**src/rtl/core/assert_macros.svh**
```systemverilog
// Assertion macros shared by the deframer RTL.
// Depends on nothing; each macro compiles away when SYNTHESIS is defined.
`ifndef ASSERT_MACROS_SVH
`define ASSERT_MACROS_SVH
`ifndef SYNTHESIS
// Check an implication or sequence property on every clock edge outside reset.
`define ASSERT_PROP(lbl, clk, rst_n, prop, msg) \
    lbl: assert property (@(posedge clk) disable iff (!(rst_n)) (prop)) else $error(msg);
// Check that a condition never holds outside reset.
`define ASSERT_NEVER(lbl, clk, rst_n, cond, msg) \
    lbl: assert property (@(posedge clk) disable iff (!(rst_n)) !(cond)) else $error(msg);
`else
`define ASSERT_PROP(lbl, clk, rst_n, prop, msg)
`define ASSERT_NEVER(lbl, clk, rst_n, cond, msg)
`endif
`endif

```
**src/rtl/core/lpd_pkg.sv**
```systemverilog
// Shared types and constants for the length-prefix deframer.
// Used by lpd_front, lpd_fifo, lpd_back and length_prefix_deframer.
package lpd_pkg;

    localparam int LPD_CONNS     = 16;
    localparam int LPD_CONN_W    = 4;
    localparam int LPD_LEN_W     = 24;
    localparam int LPD_QDEPTH    = 4;
    localparam int LPD_QPTR_W    = $clog2(LPD_QDEPTH);
    localparam int LPD_QCNT_W    = $clog2(LPD_QDEPTH + 1);
    localparam int LPD_IN_W      = 16;
    localparam int LPD_OUT_W     = 48;

    localparam logic [1:0]           LPD_HDR_LAST  = 2'd3;
    localparam logic [LPD_LEN_W-1:0] LPD_MAX_RESET = 24'd10485760;

    // Register index decoded from paddr
    localparam logic REG_MAX_BODY_LEN = 1'b0;

    typedef enum logic {
        ACT_DATA  = 1'b0,
        ACT_CLEAR = 1'b1
    } t_action;

    typedef enum logic {
        KIND_BODY  = 1'b0,
        KIND_ERROR = 1'b1
    } t_kind;

    typedef struct packed {
        logic [LPD_CONN_W-1:0] conn;
        t_kind                 kind;
        logic [7:0]            body_byte;
        logic                  last;
        logic [31:0]           bad_length;
    } t_result;

    typedef struct packed {
        logic full;
        logic empty;
    } t_q_stat;

endpackage

```
**src/rtl/core/lpd_front.sv**
```systemverilog
// Front end: accepts input transactions and updates the per-connection context.
// Depends on lpd_pkg; pushes body bytes and length errors into the result queue.
module lpd_front
    import lpd_pkg::*;
(
    input  logic                 i_clk,
    input  logic                 i_rst_n,
    input  logic                 i_s_tvalid,
    output logic                 o_s_tready,
    input  logic [LPD_IN_W-1:0]  i_s_tdata,
    input  logic                 i_s_tuser,
    input  logic [LPD_LEN_W-1:0] i_max_len,
    input  t_q_stat              i_q_stat,
    output logic                 o_push,
    output t_result              o_res
);

    logic [1:0]           r_cnt [LPD_CONNS];
    logic [LPD_LEN_W-1:0] r_hdr [LPD_CONNS];
    logic [LPD_LEN_W-1:0] r_rem [LPD_CONNS];

    logic [1:0]           n_cnt;
    logic [LPD_LEN_W-1:0] n_hdr;
    logic [LPD_LEN_W-1:0] n_rem;

    logic [LPD_CONN_W-1:0] conn;
    logic [7:0]            data_byte;
    t_action               action;
    logic                  accept;
    logic                  in_range;
    logic [31:0]           len;
    logic                  len_ok;

    assign conn       = i_s_tdata[LPD_CONN_W-1:0];
    assign data_byte  = i_s_tdata[LPD_CONN_W+7:LPD_CONN_W];
    assign action     = t_action'(i_s_tuser);
    assign o_s_tready = !i_q_stat.full;
    assign accept     = i_s_tvalid && o_s_tready;
    assign in_range   = (int'(conn) < LPD_CONNS);

    assign len    = {r_hdr[conn], data_byte};
    assign len_ok = (len != 32'd0) && (len[31:LPD_LEN_W] == '0)
                    && (len[LPD_LEN_W-1:0] <= i_max_len);

    always_comb begin
        n_cnt            = r_cnt[conn];
        n_hdr            = r_hdr[conn];
        n_rem            = r_rem[conn];
        o_push           = 1'b0;
        o_res.conn       = conn;
        o_res.kind       = KIND_BODY;
        o_res.body_byte  = data_byte;
        o_res.last       = (r_rem[conn] == LPD_LEN_W'(1));
        o_res.bad_length = '0;
        if (action == ACT_CLEAR) begin
            n_cnt = '0;
            n_hdr = '0;
            n_rem = '0;
        end else if (r_rem[conn] != '0) begin
            n_rem  = r_rem[conn] - LPD_LEN_W'(1);
            o_push = accept && in_range;
        end else if (r_cnt[conn] != LPD_HDR_LAST) begin
            n_hdr = {r_hdr[conn][LPD_LEN_W-9:0], data_byte};
            n_cnt = r_cnt[conn] + 2'd1;
        end else begin
            n_cnt = '0;
            n_hdr = '0;
            if (len_ok) begin
                n_rem = len[LPD_LEN_W-1:0];
            end else begin
                // report the rejected length, restart at a header
                o_res.kind       = KIND_ERROR;
                o_res.body_byte  = '0;
                o_res.last       = 1'b0;
                o_res.bad_length = len;
                o_push           = accept && in_range;
            end
        end
    end

    always_ff @(posedge i_clk) begin
        if (!i_rst_n) begin
            for (int i = 0; i < LPD_CONNS; i++) begin
                r_cnt[i] <= '0;
                r_hdr[i] <= '0;
                r_rem[i] <= '0;
            end
        end else if (accept && in_range) begin
            r_cnt[conn] <= n_cnt;
            r_hdr[conn] <= n_hdr;
            r_rem[conn] <= n_rem;
        end
    end

endmodule

```
**src/rtl/core/lpd_fifo.sv**
```systemverilog
// Short result queue between the deframer front end and the output stage.
// Depends on lpd_pkg for the result type and depth.
module lpd_fifo
    import lpd_pkg::*;
(
    input  logic    i_clk,
    input  logic    i_rst_n,
    input  logic    i_push,
    input  t_result i_data,
    input  logic    i_pop,
    output t_result o_data,
    output t_q_stat o_stat
);

    t_result               r_mem [LPD_QDEPTH];
    logic [LPD_QPTR_W-1:0] r_wr_ptr;
    logic [LPD_QPTR_W-1:0] r_rd_ptr;
    logic [LPD_QCNT_W-1:0] r_count;

    logic do_push;
    logic do_pop;

    assign o_stat.full  = (r_count == LPD_QCNT_W'(LPD_QDEPTH));
    assign o_stat.empty = (r_count == '0);
    assign do_push      = i_push && !o_stat.full;
    assign do_pop       = i_pop && !o_stat.empty;
    assign o_data       = r_mem[r_rd_ptr];

    always_ff @(posedge i_clk) begin
        if (do_push) begin
            r_mem[r_wr_ptr] <= i_data;
        end
    end

    always_ff @(posedge i_clk) begin
        if (!i_rst_n) begin
            r_wr_ptr <= '0;
            r_rd_ptr <= '0;
            r_count  <= '0;
        end else begin
            if (do_push) begin
                r_wr_ptr <= r_wr_ptr + LPD_QPTR_W'(1);
            end
            if (do_pop) begin
                r_rd_ptr <= r_rd_ptr + LPD_QPTR_W'(1);
            end
            if (do_push && !do_pop) begin
                r_count <= r_count + LPD_QCNT_W'(1);
            end else if (do_pop && !do_push) begin
                r_count <= r_count - LPD_QCNT_W'(1);
            end
        end
    end

endmodule

```
**src/rtl/core/lpd_back.sv**
```systemverilog
// Back end: drains the result queue into the registered output stream.
// Depends on lpd_pkg for the result type and stream widths.
module lpd_back
    import lpd_pkg::*;
(
    input  logic                  i_clk,
    input  logic                  i_rst_n,
    input  t_q_stat               i_q_stat,
    input  t_result               i_res,
    output logic                  o_pop,
    output logic                  o_m_tvalid,
    input  logic                  i_m_tready,
    output logic [LPD_OUT_W-1:0]  o_m_tdata,
    output logic                  o_m_tuser,
    output logic                  o_m_tlast
);

    logic    r_valid;
    t_result r_res;

    // refill the output register whenever it is empty or being taken
    assign o_pop = !i_q_stat.empty && (!r_valid || i_m_tready);

    always_ff @(posedge i_clk) begin
        if (!i_rst_n) begin
            r_valid <= 1'b0;
        end else if (o_pop) begin
            r_valid <= 1'b1;
        end else if (i_m_tready) begin
            r_valid <= 1'b0;
        end
    end

    always_ff @(posedge i_clk) begin
        if (o_pop) begin
            r_res <= i_res;
        end
    end

    assign o_m_tvalid = r_valid;
    assign o_m_tdata  = {4'b0, r_res.bad_length, r_res.body_byte, r_res.conn};
    assign o_m_tuser  = r_res.kind;
    assign o_m_tlast  = r_res.last;

endmodule

```
**src/rtl/core/length_prefix_deframer.sv**
```systemverilog
// Top level of the length-prefix deframer: config register, front end, queue, back end.
// Depends on lpd_pkg, assert_macros.svh, lpd_front, lpd_fifo and lpd_back.
//
//  channel   | direction | handshake                 | contents
//  ----------+-----------+---------------------------+---------------------------------
//  s stream  | in        | i_s_tvalid / o_s_tready   | action, conn, data_byte
//  m stream  | out       | o_m_tvalid / i_m_tready   | conn_out, kind, body_byte, last,
//            |           |                           | bad_length
//  APB       | in/out    | psel, penable, pready     | max_body_len at byte address 0
//
// One input transaction per cycle; the context update of a connection completes in
// the accept cycle, so back-to-back bytes of the same connection need no wait.
// A result is registered in a result queue entry and then in the output register before it leaves.
// Input stalls only when the four-entry result queue is full.
// Synchronous active-low reset clears all sixteen contexts at once and sets
// max_body_len to 10485760.
`include "assert_macros.svh"
module length_prefix_deframer
    import lpd_pkg::*;
(
    input  logic                 i_clk,
    input  logic                 i_rst_n,
    input  logic                 i_s_tvalid,
    output logic                 o_s_tready,
    input  logic [LPD_IN_W-1:0]  i_s_tdata,   // [3:0] conn, [11:4] data_byte, [15:12] zero
    input  logic                 i_s_tuser,   // [0] action
    output logic                 o_m_tvalid,
    input  logic                 i_m_tready,
    output logic [LPD_OUT_W-1:0] o_m_tdata,   // [3:0] conn_out, [11:4] body_byte,
                                              // [43:12] bad_length, [47:44] zero
    output logic                 o_m_tuser,   // [0] kind
    output logic                 o_m_tlast,   // last
    input  logic                 psel,
    input  logic                 penable,
    input  logic                 pwrite,
    input  logic [2:0]           paddr,
    input  logic [31:0]          pwdata,
    output logic [31:0]          prdata,
    output logic                 pready
);

    logic [LPD_LEN_W-1:0] r_max_len;
    logic                 reg_sel;

    t_q_stat q_stat;
    logic    q_push;
    logic    q_pop;
    t_result front_res;
    t_result q_res;

    assign pready  = 1'b1;
    assign reg_sel = paddr[2];
    assign prdata  = (reg_sel == REG_MAX_BODY_LEN) ? {8'b0, r_max_len} : 32'b0;

    always_ff @(posedge i_clk) begin
        if (!i_rst_n) begin
            r_max_len <= LPD_MAX_RESET;
        end else if (psel && penable && pwrite && pready
                     && (reg_sel == REG_MAX_BODY_LEN)) begin
            r_max_len <= pwdata[LPD_LEN_W-1:0];
        end
    end

    lpd_front u_front (
        .i_clk      (i_clk),
        .i_rst_n    (i_rst_n),
        .i_s_tvalid (i_s_tvalid),
        .o_s_tready (o_s_tready),
        .i_s_tdata  (i_s_tdata),
        .i_s_tuser  (i_s_tuser),
        .i_max_len  (r_max_len),
        .i_q_stat   (q_stat),
        .o_push     (q_push),
        .o_res      (front_res)
    );

    lpd_fifo u_fifo (
        .i_clk   (i_clk),
        .i_rst_n (i_rst_n),
        .i_push  (q_push),
        .i_data  (front_res),
        .i_pop   (q_pop),
        .o_data  (q_res),
        .o_stat  (q_stat)
    );

    lpd_back u_back (
        .i_clk      (i_clk),
        .i_rst_n    (i_rst_n),
        .i_q_stat   (q_stat),
        .i_res      (q_res),
        .o_pop      (q_pop),
        .o_m_tvalid (o_m_tvalid),
        .i_m_tready (i_m_tready),
        .o_m_tdata  (o_m_tdata),
        .o_m_tuser  (o_m_tuser),
        .o_m_tlast  (o_m_tlast)
    );

    `ASSERT_NEVER(a_push_full, i_clk, i_rst_n, q_push && q_stat.full, "push into full queue")
    `ASSERT_NEVER(a_pop_empty, i_clk, i_rst_n, q_pop && q_stat.empty, "pop from empty queue")
    `ASSERT_PROP(a_refill, i_clk, i_rst_n, (!q_stat.empty && !o_m_tvalid) |=> o_m_tvalid, "output not refilled from queue")
    `ASSERT_PROP(a_err_fields, i_clk, i_rst_n, (o_m_tvalid && o_m_tuser) |-> (!o_m_tlast && o_m_tdata[11:4] == 8'd0), "error result with body fields set")

endmodule

```
**config.mk**
```make
export PLATFORM = sky130hd
export DESIGN_NAME = length_prefix_deframer
export DESIGN_NICKNAME = d
export VERILOG_FILES = /design/src/rtl/core/lpd_pkg.sv /design/src/rtl/core/lpd_front.sv /design/src/rtl/core/lpd_fifo.sv /design/src/rtl/core/lpd_back.sv /design/src/rtl/core/length_prefix_deframer.sv
export VERILOG_INCLUDE_DIRS = /design/src /design/src/rtl/core
export SDC_FILE = /design/constraint.sdc
export NUM_CORES = 1
export LEC_CHECK = 0
export ABC_CLOCK_PERIOD_IN_PS = 12900
export BUFFER_PORTS_ARGS = -buffer_cell sky130_fd_sc_hd__buf_4
export CAP_MARGIN = 20
export CORE_UTILIZATION = 35
export CTS_CLUSTER_DIAMETER = 200
export DETAILED_ROUTE_END_ITERATION = 8
export GPL_ROUTABILITY_DRIVEN = 1
export SYNTH_ARGS = -nofsm -noshare
export SYNTH_HDL_FRONTEND = slang
export SYNTH_HIERARCHICAL = 1
export SYNTH_SLANG_ARGS = --single-unit
```
**constraint.sdc**
```tcl
create_clock -name i_clk -period 12.9 [get_ports i_clk]
set_input_delay 0.645 -clock i_clk [delete_from_list [all_inputs] [get_ports i_clk]]
set_output_delay 0.645 -clock i_clk [all_outputs]
set_load 0.01 [all_outputs]
```
==> results.sh, run 1 <==
export IMPL_status="complete, no violations"
export IMPL_rows=133
export IMPL_dr_pass1_iters=6
export IMPL_grt_pass1_wl_um=194500
export IMPL_layout_drive_gt1_share=0.2258
export IMPL_syn_area_per_cell_um2=14.99
export IMPL_synth_warnings=6
export IMPL_period_needed_ns=7.737
export IMPL_drv_slew=0
export IMPL_grt_pass1_vias=27940
export IMPL_cp_arrival_ns=8.35
export IMPL_power_leakage_nw=17.99
export IMPL_place_inst=4810
export IMPL_post_place_ws_ns=4.502
export IMPL_core_um2=131800
export IMPL_setup_worst_path_start_class="input pin"
export IMPL_fin_skew_ns=0.03817
export IMPL_ff2ff_path_depth=22
export IMPL_postSynth_asyncResetShare=0
export IMPL_worstSetupPathType="in2reg"
export IMPL_final_setup_viol_count=0
export IMPL_io_buffers=116
export IMPL_timing_final_crit_share=0.5997
export IMPL_peakVddDrop_uv=137.3
export IMPL_min_path_cells=3
export IMPL_synth_enable_flop_cells=1030
export IMPL_synth_flop_cell="edfxtp_1"
export IMPL_htree_levels=3
export IMPL_synth_seq_area_share=0.6780
export IMPL_grt_max_degree=87
export IMPL_clock_path_buffers=3
export IMPL_tightestPinTransition_ns=1.215
export IMPL_die_x_um=367.0
export IMPL_hp_class="in2reg"
export IMPL_fin_tns_setup_ns=0
export IMPL_maxSlewHeadroom=0.1827
export IMPL_cts_resized=0
export IMPL_slowest_stage="buf_4"
export IMPL_synth_seq_cells=1064
export IMPL_avgRoutedWirePerCell_um=26.69
export IMPL_area_growth_pct=13.78
export IMPL_grt_antenna_before_repair=1
export IMPL_final_common_cell="edfxtp_1"
export IMPL_vias_per_cell=5.597
export IMPL_ctsHoldBuffers=0
export IMPL_powerDensity_nw_per_um2=157.0
export IMPL_rsz0062_at_grt="false"
export IMPL_cts_sinks=1064
export IMPL_clk_latency_ns=0.72
export IMPL_syn_inst=3111
export IMPL_hpwl_um=69920
export IMPL_setup_slack_ns=5.163
export IMPL_cap_violations=0
export IMPL_ioPinCount=144
export IMPL_totalWireLength_um=134100
export IMPL_cts_setup_buffers=0
export IMPL_finish_utilization=0.4025
export IMPL_die_h_um=367.0
export IMPL_grt_use_total=0.1965
export IMPL_hold_viol=0
export IMPL_ant_nets=0
export IMPL_vias=28121
export IMPL_path_cells="buf_8 -> buf_4 -> mux4_2 -> a22o_1 -> a221oi_2 -> inv_1 -> ha_1 -> nand4_1 -> nor4_1 -> and4_1 -> o31ai_1 -> a32oi_1 -> buf_4 -> nor2_1 -> a21o_1 -> a2111oi_0 -> nor2b_1 -> ha_1 -> inv_1 -> fa_1 -> xor2_1 -> or3_1 -> a21boi_0"
export IMPL_drt_initial_drc_count=3312
export IMPL_mostFrequentLayoutCells="edfxtp_1 (1030), nor2_1 (702), mux4_2 (253), buf_4 (227), clkbuf_16 (109)"
export IMPL_mappedNetlistArea_um2=46630
export IMPL_root_buffer="clkbuf_16"
export IMPL_clkTransAtPathRegs_ns=0.06
export IMPL_cts_made_buffers=108
export IMPL_ys_types=81
export IMPL_gp_congestion=0.8158
export IMPL_die_area_um2=134700
export IMPL_nNetsFinal=3266
export IMPL_cp_slowest_stage_delay_ns=0.70
export IMPL_global_route_overflow_total=0
export IMPL_fin_cells=5024
export IMPL_cts_tree="built"
export IMPL_initial_core_util=0.3538
export IMPL_worstPathMaxFanout=49
export IMPL_critPathCaptureType="register"
export IMPL_post_route_drc_count=0
export IMPL_fmax_mhz=129.3
export IMPL_crit_required_ns=13.51
-- cells in the mapped netlist, types with 11 or more instances --
| cell | count | area share |
|---|---|---|
| a21oi_1 | 91 | 0.0098 |
| a22o_1 | 25 | 0.0047 |
| a22oi_1 | 48 | 0.0077 |
| a31oi_1 | 19 | 0.0025 |
| and2_1 | 17 | 0.0023 |
| buf_1 | 17 | 0.0014 |
| buf_2 | 70 | 0.0075 |
| buf_4 | 27 | 0.0043 |
| buf_6 | 13 | 0.0031 |
| clkbuf_1 | 154 | 0.012 |
| dfxtp_1 | 34 | 0.015 |
| edfxtp_1 | 1030 | 0.66 |
| ha_1 | 32 | 0.0086 |
| inv_1 | 59 | 0.0047 |
| mux2i_1 | 41 | 0.0088 |
| mux4_2 | 253 | 0.12 |
| nand2_1 | 116 | 0.0093 |
| nand2b_1 | 13 | 0.0017 |
| nand3_1 | 12 | 0.0013 |
| nand4_1 | 11 | 0.0015 |
| nor2_1 | 704 | 0.057 |
| nor2b_1 | 30 | 0.0040 |
| nor3_1 | 67 | 0.0072 |
| nor3b_1 | 34 | 0.0055 |
| nor4_1 | 19 | 0.0025 |
| o21ai_0 | 20 | 0.0021 |
| or2_2 | 13 | 0.0017 |
| xnor2_1 | 13 | 0.0024 |
-- state kept, by name (all words and copies together) (netlist names), named ones only --
name,count
u_fifo/r_rd_ptr,2
u_back/o_m_tvalid,1
r_max_len,24
u_back/o_m_tlast,1
u_fifo/r_mem,184
u_fifo/r_wr_ptr,2
u_back/o_m_tuser,1
u_front/r_rem,384
u_fifo/r_count,3
u_back/o_m_tdata,44
u_front/r_cnt,32
u_front/r_hdr,384
-- final timing paths --
check	slack, ns	end	start
max	5.16	u_fifo/r_count[2]$_SDFFE_PN0P_	i_s_tdata[0]
max reg2reg	6.01	u_fifo/r_count[2]$_SDFFE_PN0P_	u_front/r_hdr[10][15]$_SDFFCE_PN0P_
min reg2reg	0.47	r_max_len[4]$_SDFFE_PN0P_	r_max_len[4]$_SDFFE_PN0P_
min	0.19	r_max_len[2]$_SDFFE_PN0P_	pwdata[2]
-- power by group --
| part | total (W) | switching (W) | internal [W] |
|---|---|---|---|
| sequential | 0.00409 | 0.0000651 | 0.00402 |
| combinational | 0.00104 | 0.000656 | 0.000384 |
| clock | 0.00320 | 0.00137 | 0.00183 |
| total | 0.00833 | 0.00209 | 0.00624 |
-- critical path, delay by kind of cell --
| family | cells | cell delay [ns] |
|---|---|---|
| AO/OA/AOI/OAI | 7 | 2.12 |
| multiplexers | 1 | 0.59 |
| AND/OR/NAND/NOR | 6 | 1.76 |
| XOR/XNOR | 1 | 0.15 |
| buffers and inverters | 5 | 1.91 |
| adder cells (fa/ha/maj) | 3 | 1.05 |
-- metrics by stage --
step           hold WS (ns)  instance area [um2]  power [W]
3_5_place_dp         0.4648                49280   0.005198
2_1_floorplan        0.4432                46660   0.004804
3_3_place_gp         0.4555                49240   0.005182
5_1_grt              0.1976                53050   0.008591
6_report             0.1885                53050   0.008332
4_1_cts              0.1719                52920   0.008379
-- final cells by class --
class                      instances  area [um2]
antenna                            1       2.502
clock buffer                     119        2765
clock inverter                    85       867.1
fill                           12002       78740
inverter                          61       229.0
multi-input combinational       1704       13510
sequential                      1064       31620
tap                             1755        2196
timing repair buffer             235        1869
-- kinds of logic after synthesis --
| logic type | synth area share |
|---|---|
| flip-flops | 0.6780 |
| buffers and inverters | 0.03776 |
| other | 0.0002415 |
| AO/OA/AOI/OAI | 0.03915 |
| multiplexers | 0.1323 |
| AND/OR/NAND/NOR | 0.1010 |
| XOR/XNOR | 0.002630 |
| adder cells (fa/ha/maj) | 0.009016 |
-- metal layers --
layer / GRT usage / wire length [um]
met5: 0 / 12
met4: 0.06306 / 4115
met3: 0.03679 / 12380
met1: 0.2644 / 53720
met2: 0.3206 / 63870
(Power assumes the default switching activity.)
==> run 2: changes to the inputs <==
--- a/config.mk
+++ b/config.mk
@@ -6,7 +6,8 @@
 export SDC_FILE = /design/constraint.sdc
 export NUM_CORES = 1
 export LEC_CHECK = 0
-export ABC_CLOCK_PERIOD_IN_PS = 12900
+export ABC_AREA = 1
+export ABC_CLOCK_PERIOD_IN_PS = 7500
 export BUFFER_PORTS_ARGS = -buffer_cell sky130_fd_sc_hd__buf_4
 export CAP_MARGIN = 20
 export CORE_UTILIZATION = 35
==> constraint.sdc (replaced) <==
create_clock -name i_clk -period 7.5 [get_ports i_clk]
set_input_delay 0.375 -clock i_clk [delete_from_list [all_inputs] [get_ports i_clk]]
set_output_delay 0.375 -clock i_clk [all_outputs]
set_load 0.01 [all_outputs]
==> run 2 against run 1 <==
Sequential power up 74%. Register-to-register slack got worse by 3.5 ns. Global-route usage up 1.3 points. Area after synthesis up 3.1%. Largest power group unchanged. Highest routed layer unchanged.
==> results.sh, run 2 <==
export IMPL_syn_inst=4791
export IMPL_critPathCaptureType="register"
export IMPL_ys_top_cells_by_count="nand2_1 (1452), nor2_1 (1069), edfxtp_1 (1030)"
export IMPL_synth_compound_area_share=0.04043
export IMPL_whs_endpoint="r_max_len[3]$_SDFFE_PN0P_"
export IMPL_clock_path_buffers=3
export IMPL_mappedNetlistArea_um2=48060
export IMPL_yosys_area_share_simple=0.2368
export IMPL_die_h_um=372.6
export IMPL_tightestPinTransition_ns=1.162
export IMPL_synth_top_area_share=0.6435
export IMPL_die_area_um2=138800
export IMPL_status="complete, no violations"
export IMPL_ctsHoldBuffers=18
export IMPL_die_x_um=372.6
export IMPL_path_cells="buf_4 -> buf_4 -> nor2_4 -> buf_4 -> nand2_1 -> nand4_1 -> nand2_1 -> nand2_1 -> nor2_1 -> ha_1 -> inv_1 -> nor2_1 -> nand2_2 -> nor2_4 -> nand2_4 -> clkinv_4 -> buf_4 -> nand2_2 -> nor2_1 -> inv_2 -> nor2_1"
export IMPL_setup_worst_path_start_class="input pin"
export IMPL_area_growth_pct=12.13
export IMPL_fin_skew_ns=0.02877
export IMPL_synthAdderAreaFrac=0.008747
export IMPL_postSynth_asyncResetShare=0
export IMPL_hp_class="in2reg"
export IMPL_worstSetupPathType="in2reg"
export IMPL_cpLargestDelayFamily="simple AND/OR/NAND/NOR gates"
export IMPL_ff2ff_path_depth=33
export IMPL_grt_max_degree=97
export IMPL_io_buffers=116
export IMPL_p_int_w=0.01061
export IMPL_dr_pass1_iters=6
export IMPL_clkTransAtPathRegs_ns=0.06
export IMPL_crit_buf_inv=7
export IMPL_ant_nets=0
export IMPL_final_common_cell="nand2_1"
export IMPL_cts_sinks=1064
export IMPL_drt_initial_drc_count=4153
export IMPL_grt_pass1_vias=32605
export IMPL_drv_slew=0
export IMPL_layout_drive_gt1_share=0.1087
export IMPL_worstPathMaxFanout=52
export IMPL_grt_pass1_wl_um=214400
export IMPL_cts_tree="built"
export IMPL_cap_violations=0
export IMPL_power_share_sequential=0.488
export IMPL_initial_core_util=0.3539
export IMPL_synth_xor_xnor_area_share=0.002004
export IMPL_core_um2=135800
export IMPL_synth_seq_cells=1064
export IMPL_min_path_cells=5
export IMPL_mostFrequentLayoutCells="nand2_1 (1420), nor2_1 (1062), edfxtp_1 (1030), buf_4 (181), inv_1 (155)"
export IMPL_grt_use_total=0.2095
export IMPL_vias_per_cell=5.237
export IMPL_peakVddDrop_uv=242.0
export IMPL_yosys_area_top_type="edfxtp_1"
export IMPL_syn_area_per_cell_um2=10.03
export IMPL_post_route_drc_count=0
export IMPL_yosys_top_cells_area="edfxtp_1 (64%), nand2_1 (11%), nor2_1 (8.3%)"
export IMPL_grt_antenna_before_repair=4
export IMPL_hold_viol=0
export IMPL_period_needed_ns=5.581
export IMPL_rows=135
export IMPL_avgRoutedWirePerCell_um=22.31
export IMPL_swShare=0.2715
export IMPL_synth_top_family_by_area="simple AND/OR/NAND/NOR gates"
export IMPL_global_route_overflow_total=0
export IMPL_p_comb_frac=0.143
export IMPL_clockPowerShare=0.369
export IMPL_ff_latch_area_um2=31610
export IMPL_cts_setup_buffers=0
export IMPL_cp_slowest_stage_delay_ns=0.67
export IMPL_nNetsFinal=4880
export IMPL_cts_made_buffers=110
export IMPL_fmax_mhz=179.2
export IMPL_holdWs_ns=0.02923
export IMPL_synth_enable_flop_cells=1030
export IMPL_reg_top3="u_front/r_hdr: 384 flops, u_front/r_rem: 384 flops, u_fifo/r_mem: 184 flops"
export IMPL_yosysMostFrequentCell="nand2_1"
export IMPL_maxSlewHeadroom=0.2251
export IMPL_fin_tns_setup_ns=0
export IMPL_finalPower_w=0.01457
export IMPL_timing_final_crit_share=0.7441
export IMPL_root_buffer="clkbuf_16"
export IMPL_cp_arrival_ns=6.06
export IMPL_hold_start="pwdata[3]"
export IMPL_cts_resized=0
export IMPL_fillers=13196
export IMPL_switchingPower_w=0.003957
export IMPL_slowest_stage="buf_4"
export IMPL_r2r_start="u_front/r_hdr[15][5]$_SDFFCE_PN0P_"
export IMPL_htree_levels=3
export IMPL_power_leakage_nw=20.28
export IMPL_powerDensity_nw_per_um2=270.3
export IMPL_final_setup_viol_count=0
export IMPL_ys_types=44
export IMPL_multi_input_area_um2=14160
export IMPL_ioPinCount=144
export IMPL_vias=34907
export IMPL_hpwl_um=77560
export IMPL_gp_congestion=0.8653
export IMPL_r2r_end="u_fifo/r_count[2]$_SDFFE_PN0P_"
export IMPL_synth_warnings=6
export IMPL_synth_seq_area_share=0.6577
export IMPL_rsz0062_at_grt="false"
export IMPL_totalWireLength_um=148700
export IMPL_crit_required_ns=7.98
export IMPL_r2r_slack_ns=2.55
export IMPL_clk_latency_ns=0.70
export IMPL_synth_flop_cell="edfxtp_1"
export IMPL_synthMuxAreaShare=0
==> run 2: cell families (layout without fill, tap and decap cells) <==
kind of cell,after synthesis,count (layout)
and+or+nand+nor,2835,2835
xor gates and xnor gates,11,11
AOI/OAI and AO/OA,344,344
adders and majority gates,33,33
DFF,1064,1064
other,3,14
buffers and inverters,501,583
==> run 2: worst max path at each step <==
stage | start | to | slack [ns] | cells past startpoint
2_1_floorplan | i_s_tdata[0] | u_fifo/r_mem[0][0]$_DFFE_PP_ | 2.03 | 27
3_3_place_gp | i_s_tdata[1] | u_fifo/r_count[2]$_SDFFE_PN0P_ | 1.40 | 34
3_5_place_dp | i_s_tdata[1] | u_fifo/r_count[2]$_SDFFE_PN0P_ | 1.44 | 34
4_1_cts | i_s_tdata[3] | u_fifo/r_count[2]$_SDFFE_PN0P_ | 2.11 | 34
5_1_grt | i_s_tdata[1] | u_fifo/r_mem[0][18]$_DFFE_PP_ | 1.60 | 21
6_report | i_s_tdata[1] | u_fifo/r_mem[3][16]$_DFFE_PP_ | 1.92 | 21
==> run 2: per-layer routing <==
metal  up-vias  global-route usage  wire (um)
met5         -                   0         33
met4         6             0.06939       5120
met3       350             0.03710      14440
met2      1794              0.3410      68350
met1     16927              0.2818      60730
li1      15830                   -          -
==> run 2: layout make-up <==
class	instances	area share
Sequential cell	1064	0.5865
Multi-Input combinational cell	3236	0.2627
Clock buffer	135	0.05360
Tap cell	1781	0.04135
Timing Repair Buffer	208	0.03190
Inverter	168	0.01196
Clock inverter	72	0.01193
Antenna cell	1	0.00004643
==> run 2: worst register-to-register path: cells and delay by family (launching register included) <==
family          cells  cell delay (ns)
simple gates       24             2.41
fa+ha+maj           3             0.88
buf+inv             5             0.57
flops               1             0.38
compound gates      1             0.58
==> run 2: power by group through the flow <==
stage / Combinational [W] / Sequential (W) / Clock [W]
after floorplan: 0.00122 / 0.00729 / 0
after global placement: 0.00205 / 0.00722 / 0
after detailed placement: 0.00206 / 0.00723 / 0
after CTS: 0.00208 / 0.00711 / 0.00544
after global routing: 0.00227 / 0.00714 / 0.00565
final: 0.00208 / 0.00711 / 0.00538
==> run 2: stage by stage <==
step	setup slack, ns	area, um2	utilization	instances
2_1_floorplan	2.027	48100	-	4801
3_3_place_gp	1.401	50180	0.3695	6439
3_5_place_dp	1.439	50180	0.3695	6439
4_1_cts	2.112	53890	0.3968	6664
5_1_grt	1.599	53890	0.3968	6664
6_report	1.919	53900	0.3969	6665
